<file path="config.mk">
export PLATFORM = sky130hd
export DESIGN_NAME = shid_divider
export DESIGN_NICKNAME = d
export VERILOG_FILES = /design/src/sv/shid_divider.sv
export SDC_FILE = /design/constraint.sdc
export NUM_CORES = 1
export LEC_CHECK = 0
export BUFFER_PORTS_ARGS = -buffer_cell sky130_fd_sc_hd__buf_2
export CAP_MARGIN = 15
export CORE_UTILIZATION = 28
export DETAILED_ROUTE_END_ITERATION = 10
export PLACE_DENSITY = 0.5
export SYNTH_ARGS = -nofsm -noshare
export SYNTH_HDL_FRONTEND = slang
export SYNTH_SLANG_ARGS = --single-unit
</file>
<file path="constraint.sdc">
create_clock -name clk -period 4.4 [get_ports clk]
set_clock_uncertainty 0.05 [all_clocks]
set_input_delay 0.88 -clock clk [delete_from_list [all_inputs] [get_ports clk]]
set_output_delay 0.88 -clock clk [all_outputs]
set_load 0.01 [all_outputs]
</file>
<file path="src/sv/shid_divider.sv">
// Iterative signed divider, one quotient bit per cycle, truncating toward zero.
module shid_divider #(
	parameter int NW = 40,
	parameter int DW = 16
) (
	input logic clk,
	input logic arst_n,
	input logic start,
	input logic signed [NW-1:0] num,
	input logic [DW-1:0] den,
	output logic busy,
	output logic signed [NW-1:0] quo
);
	localparam int CW = $clog2(NW + 1);

	logic [NW-1:0] mag_q;
	logic [NW-1:0] q_q;
	logic [DW:0] rem_q;
	logic [DW-1:0] den_q;
	logic neg_q;
	logic [CW-1:0] cnt_q;
	logic [DW+1:0] trial;

	assign trial = {rem_q, mag_q[NW-1]} - {2'b00, den_q};
	assign busy = cnt_q != '0;
	assign quo = neg_q ? -$signed(q_q) : $signed(q_q);

	always_ff @(posedge clk or negedge arst_n) begin
		if (!arst_n) begin
			cnt_q <= '0;
		end else if (start) begin
			cnt_q <= CW'(NW);
		end else if (busy) begin
			cnt_q <= cnt_q - 1'b1;
		end
	end

	always_ff @(posedge clk) begin
		if (start) begin
			mag_q <= num[NW-1] ? NW'(-num) : NW'(num);
			neg_q <= num[NW-1];
			den_q <= den;
			rem_q <= '0;
			q_q <= '0;
		end else if (busy) begin
			mag_q <= {mag_q[NW-2:0], 1'b0};
			if (!trial[DW+1]) begin
				rem_q <= trial[DW:0];
				q_q <= {q_q[NW-2:0], 1'b1};
			end else begin
				rem_q <= {rem_q[DW-1:0], mag_q[NW-1]};
				q_q <= {q_q[NW-2:0], 1'b0};
			end
		end
	end
endmodule

</file>
==> metrics.cfg, run 1 <==
[placed_design]
gp_congestion = 0.794
numPortBuffers = 99
dp_cells = 1198
hpwl_mm = 11.4

[clock_network]
clockBufferDepth = 2
cts_max_level = 4
cts.clk_slew.worst_paths_ns = 0.07
cts.sinks = 120
postCtsHoldBufs = 0
cts_tree = built
cts-buffers-inserted = 17
clock-root-buffer = clkbuf_16
clock_latency_ns = 0.41
post_cts_buffers = 0

[setup_path]
startpoint = q_q[27]
slowest_stage = or4_4
r2r_end = rem_q[8]
critPathBufInv = 1
startpoint_type = register
path_class = reg -> out
end_kind = output pin
critPathCapture = quo[38]
max_stage_delay_ns = 0.57
worst-r2r-setup-slack_ns = 1.04
required_ns = 3.47
path_max_fanout = 6
r2r_cells = 9
crit_cells = 8
critPathArrivalTime_ns = 3.34
timing.rr.start = den_q[0]
crit_family = simple AND/OR/NAND/NOR gates
crit_chain = or4_4 -> or4_4 -> nand2b_4 -> or3_4 -> or3_4 -> o41ai_2 -> xnor2_1 -> buf_2

[floorplanning]
dieArea_mm2 = 0.0258
die_width_um = 161
rows = 57
coreArea_mm2 = 0.0245
io_pins = 100
start_util_pct = 28.7
die_y_um = 161

[global_routing]
grt_pass1_wl_mm = 28.0
grt_max_degree = 66
grt_use_total_pct = 13.3
grt_overflow = 0
antenna_found_initial = 0
first_global_vias = 5523

[detailed_routing]
drtAntennaViolNets = 0
firstDrtPassIters = 5
dr_total_vias = 5822
drt-total-wl_mm = 16.6
viasPerCell = 4.73
drc = 0
drtIter0Drc = 357
wire_per_inst_um = 13.5

[power_and_ir_drop]
max-vdd-ir-drop_v = 0.000222
power_density_mw_per_mm2 = 504
leakage_nw = 3.35
fin_total_pwr_w = 0.00426

[yosys]
syn_inst = 811
synth_fp_nets = 890
async_reset_ff_share_pct = 5.00
synthesis.area_mm2 = 0.00705
ys.flop_type = edfxtp_1
yosysSeqAreaShare_pct = 42.6
synth_edf_count = 57
synthTopCellsByArea = edfxtp_1 (24%), dfxtp_1 (16%), nand2_1 (7.2%), a21oi_1 (6.5%), xnor2_1 (6.2%)
synth_seq_cells = 120
post-synth-top-area-fraction_pct = 24.3
synth_area_leader_cell = edfxtp_1
syn_area_per_cell_um2 = 8.69
synth.distinct_cells = 63
yosys_warnings = 0

[timing]
hold_viol_final = 0
timing.hold.ws_ns = 0.237
fmax_mhz = 234
fin_crit_ns = 4.27
slew_headroom_pct = 54.1
finalMaxSlewViolations = 0
worst_slew_pin_slew_ns = 0.688
finalSetupViolCount = 0
finalCritPeriodShare_pct = 97.0
rsz0062_at_grt = true

[layout]
multi_input_area_mm2 = 0.00375
area_growth_pct = 19.8
stdcell_count = 1231
nFillCells = 2624
final_nets = 973
num_antenna_cells = 0
layout-drive-gt1-share_pct = 17.8
seq_area_mm2 = 0.00300

[status]
status = completed

[min_path]
hold_path.class = in -> async

[flow_run]
max_cap_viol_count = 0

==> per-layer routing <==
metal,routed length (um),vias up,global-route usage [%]
met1,8460,2664,18.8
met2,7450,97,20.3
li1,-,3052,-
met5,0,-,0
met4,147,0,4.11
met3,552,9,2.58
==> worst min path at each step <==
stage	from	end	slack [ns]	depth (start not counted)
2_1_floorplan	q_q[39]	q_q[39]	0.39	2
3_3_place_gp	q_q[39]	q_q[39]	0.42	2
3_5_place_dp	q_q[39]	q_q[39]	0.43	2
4_1_cts	arst_n	cnt_q[1]	0.22	1
5_1_grt	arst_n	cnt_q[0]	0.23	1
6_report	arst_n	cnt_q[0]	0.24	1
==> Yosys cell counts, drive strengths merged (19+ instances only) <==
master and n:
nand2 135, a21oi 92, nor2 69, dfxtp 57, edfxtp 57, xnor2 50, o21ai 36, xor2 36
clkbuf 33, inv 32, o31ai 24, ha 19
==> stage by stage <==
| stage | TNS [ns] | area [um2] | utilization [%] | setup WS, ns |
|---|---|---|---|---|
| global placement | 0 | 7840 | 31.9 | 0.563 |
| floorplan | 0 | 7050 | - | 0.767 |
| finish | 0 | 8440 | 34.4 | 0.132 |
| CTS | 0 | 8420 | 34.3 | 0.0653 |
| detailed placement | 0 | 7840 | 31.9 | 0.534 |
| global route | -0.00643 | 8440 | 34.4 | -0.00444 |
==> sequential cells by signal (all words and copies together), names as in the netlist <==
| name | count |
|---|---|
| q_q | 40 |
| neg_q | 1 |
| cnt_q | 6 |
| den_q | 16 |
| rem_q | 17 |
| mag_q | 40 |
==> power breakdown <==
part	internal, W	switching [W]
Sequential	0.00132	0.0000895
Combinational	0.000644	0.000842
Clock	0.000801	0.000558
==> logic make-up (layout without fill, tap and decap cells) <==
group | after synthesis | count (layout) | share of synthesized area [%]
xor+xnor | 86 | 86 | 10.7
buf+inv | 76 | 172 | 4.21
simple gates | 297 | 297 | 19.7
compound gates | 209 | 209 | 18.7
flops | 120 | 120 | 42.6
fa+ha+maj | 20 | 20 | 3.66
mux | 3 | 3 | 0.444
==> cells in the final DEF (no fill, tap or decap), drive strengths merged, types with 3 or more instances in the layout <==
| cell | n |
|---|---|
| nand2 | 135 |
| nor3 | 16 |
| a21oi | 92 |
| buf | 107 |
| dfrtp | 6 |
| or3 | 10 |
| dfxtp | 57 |
| nor2b | 3 |
| o21ai | 36 |
| a31oi | 4 |
| nor2 | 69 |
| nor3b | 3 |
| a311o | 3 |
| and2 | 4 |
| xor2 | 36 |
| nor4 | 6 |
| a211oi | 4 |
| o21a | 4 |
| o41ai | 13 |
| or2 | 7 |
| edfxtp | 57 |
| or4 | 9 |
| and3 | 3 |
| nor4b | 3 |
| nand2b | 10 |
| o31ai | 24 |
| ha | 19 |
| nand4 | 4 |
| inv | 41 |
| a311oi | 7 |
| xnor2 | 50 |
| nand3b | 3 |
| nand3 | 11 |
| a21o | 3 |
| clkinv | 4 |
| clkbuf | 19 |
==> cell type report <==
| class | count | share of cell area [%] |
|---|---|---|
| Timing Repair Buffer | 107 | 6.85 |
| Clock buffer | 19 | 5.63 |
| Multi-Input combinational cell | 615 | 44.5 |
| Sequential cell | 120 | 35.6 |
| Tap cell | 324 | 4.80 |
| Inverter | 33 | 1.47 |
| Clock inverter | 13 | 1.23 |
==> worst register-to-register path: stages, from the launching register on <==
cell and delay [ns]:
edfxtp_1 0.42, ha_1 0.23, nand2b_1 0.17, a211oi_1 0.45, o31ai_1 0.27, o31ai_1 0.40
xor2_1 0.54, buf_4 0.32, nor4b_1 0.07, a311o_1 0.33
==> what timing repair did <==
item	in CTS	in global routing
resized for setup	0	1
setup endpoints to repair	0	3
endpoints found under the hold margin	0	0
Note: power is estimated with default switching activity, not from simulation.
==> inputs of run 2 (changes only) <==
--- a/config.mk
+++ b/config.mk
@@ -7,3 +7,2 @@
 export LEC_CHECK = 0
-export BUFFER_PORTS_ARGS = -buffer_cell sky130_fd_sc_hd__buf_2
 export CAP_MARGIN = 15
@@ -11,3 +10,4 @@
 export DETAILED_ROUTE_END_ITERATION = 10
-export PLACE_DENSITY = 0.5
+export DONT_BUFFER_PORTS = 1
+export PLACE_DENSITY = 0.46
 export SYNTH_ARGS = -nofsm -noshare
--- a/constraint.sdc
+++ b/constraint.sdc
@@ -4,2 +4,2 @@
 set_output_delay 0.88 -clock clk [all_outputs]
-set_load 0.01 [all_outputs]
+set_load 0.005 [all_outputs]
==> run 2 against run 1 <==
Sequential power hardly changed. Fmax is 1.9% higher. Clock-buffer cell count did not move. Critical path type unchanged. Cell count decreased by 8.1%. Global-route usage about the same. Largest cell class unchanged. Setup slack improved by 0.081 ns. Core utilization shrank 2.1 points. Design area is 6.0% lower. Combinational power fell by 13%. Flip-flop and latch count did not move.
==> metrics.cfg, run 2 (same netlist as run 1, synthesis figures left out) <==
[status]
status = completed

[layout]
layout_commonest_cell = nand2_1
final_nets = 873
final_cell_area_mm2 = 0.00794
final_cell_mix = nand2_1 (135), a21oi_1 (92), nor2_1 (69)
reg_top3 = mag_q x40, q_q x40, rem_q x17
area_growth_pct = 12.6
num_antenna_cells = 0
layout-drive-gt1-share_pct = 7.43
final_core_util_pct = 32.4

[placed_design]
numPortBuffers = 0
hpwl_mm = 11.1
gp_congestion = 0.827
place_area_mm2 = 0.00733

[clock_network]
postCtsHoldBufs = 0
cts_max_level = 4
clock_latency_ns = 0.41
clock-root-buffer = clkbuf_16
cts.clk_slew.worst_paths_ns = 0.06
cts.sinks = 120
post_cts_buffers = 0
cts_tree = built
clockBufferDepth = 2
cts-buffers-inserted = 17
cts_resized = 0

[detailed_routing]
drt-total-wl_mm = 16.7
dr_total_vias = 5548
drtIter0Drc = 318
wire_per_inst_um = 14.7
firstDrtPassIters = 5
viasPerCell = 4.91
drtAntennaViolNets = 0
drc = 0

[global_routing]
grt_pass1_wl_mm = 27.7
first_global_vias = 5407
grt_use_total_pct = 13.3
grt_max_degree = 163
antenna_found_initial = 0
grt_overflow = 0

[setup_path]
path_class = reg -> out
path_max_fanout = 7
startpoint_type = register
crit_chain = or4_4 -> or4_4 -> nand2b_4 -> or3_4 -> or3_4 -> o41ai_2 -> xnor2_1
slowest_stage = or4_4
critPathArrivalTime_ns = 3.26
max_stage_delay_ns = 0.59
required_ns = 3.47
end_kind = output pin

[timing]
worst_slew_pin_slew_ns = 0.682
finalCritPeriodShare_pct = 95.2
fmax_mhz = 239
rsz0062_at_grt = false
hold_viol_final = 0
fin_crit_ns = 4.19
slew_headroom_pct = 54.2
finalSetupViolCount = 0
setup_tns_ns = 0
finalMaxSlewViolations = 0

[floorplanning]
dieArea_mm2 = 0.0258
io_pins = 100
coreArea_mm2 = 0.0245
die_width_um = 161
die_y_um = 161
rows = 57
start_util_pct = 28.7

[min_path]
hold_path.class = in -> async

[power_and_ir_drop]
leakage_nw = 2.91
power_density_mw_per_mm2 = 514
max-vdd-ir-drop_v = 0.000189

[flow_run]
max_cap_viol_count = 0

-- run 2: cell count changes in the layout (fill, tap and decap cells not counted), sizes merged --
cell	delta
buf	-100
-- run 2: per-stage QoR --
stage               instances  hold slack [ns]  worst slack [ns]  total power (W)
floorplan                 811            0.394             0.805          0.00247
global placement         1098            0.419             0.683          0.00273
detailed placement       1098            0.419             0.636          0.00273
CTS                      1130           0.0843             0.178          0.00414
global route             1131           0.0734             0.114          0.00437
finish                   1131            0.105             0.213          0.00408
-- run 2: worst paths after layout --
check	end	cells after the start	from	slack, ns
min in group clk	q_q[39]	2	q_q[39]	0.43
max in group asynchronous	cnt_q[0]	0	arst_n	4.13
max	quo[38]	7	q_q[26]	0.21
min reg2reg	q_q[39]	2	q_q[39]	0.43
max reg2reg	rem_q[7]	10	den_q[4]	1.12
min	cnt_q[5]	0	arst_n	0.10
-- run 2: power by group --
part           leakage [nW]  switching (W)  total, W  internal [W]
Clock                 0.288       0.000568   0.00137      0.000803
Sequential             1.11      0.0000900   0.00141       0.00132
Combinational          1.51       0.000742   0.00130      0.000555
Total                  2.91        0.00140   0.00408       0.00268
-- run 2: worst max-delay path, delay by kind of cell, from the launching register on --
family	cells	cell delay (ns)
and+or+nand+nor	5	1.88
AOI/OAI and AO/OA	1	0.40
DFF	1	0.38
xor gates and xnor gates	1	0.18
-- run 2: layout make-up --
cell class	instances	area (um2)
timing repair buffer	7	72.6
sequential	120	3000
multi-input combinational	615	3750
clock buffer	19	475
tap	324	405
inverter	33	124
fill	2597	16600
clock inverter	13	105
-- run 2: layer usage --
layer | vias up | part of all wire, % | track usage (%)
met5 | - | 0 | 0
met4 | 0 | 0.49 | 3.90
met3 | 5 | 3.6 | 3.15
met2 | 91 | 47 | 21.1
met1 | 2602 | 49 | 18.0
li1 | 2850 | - | -
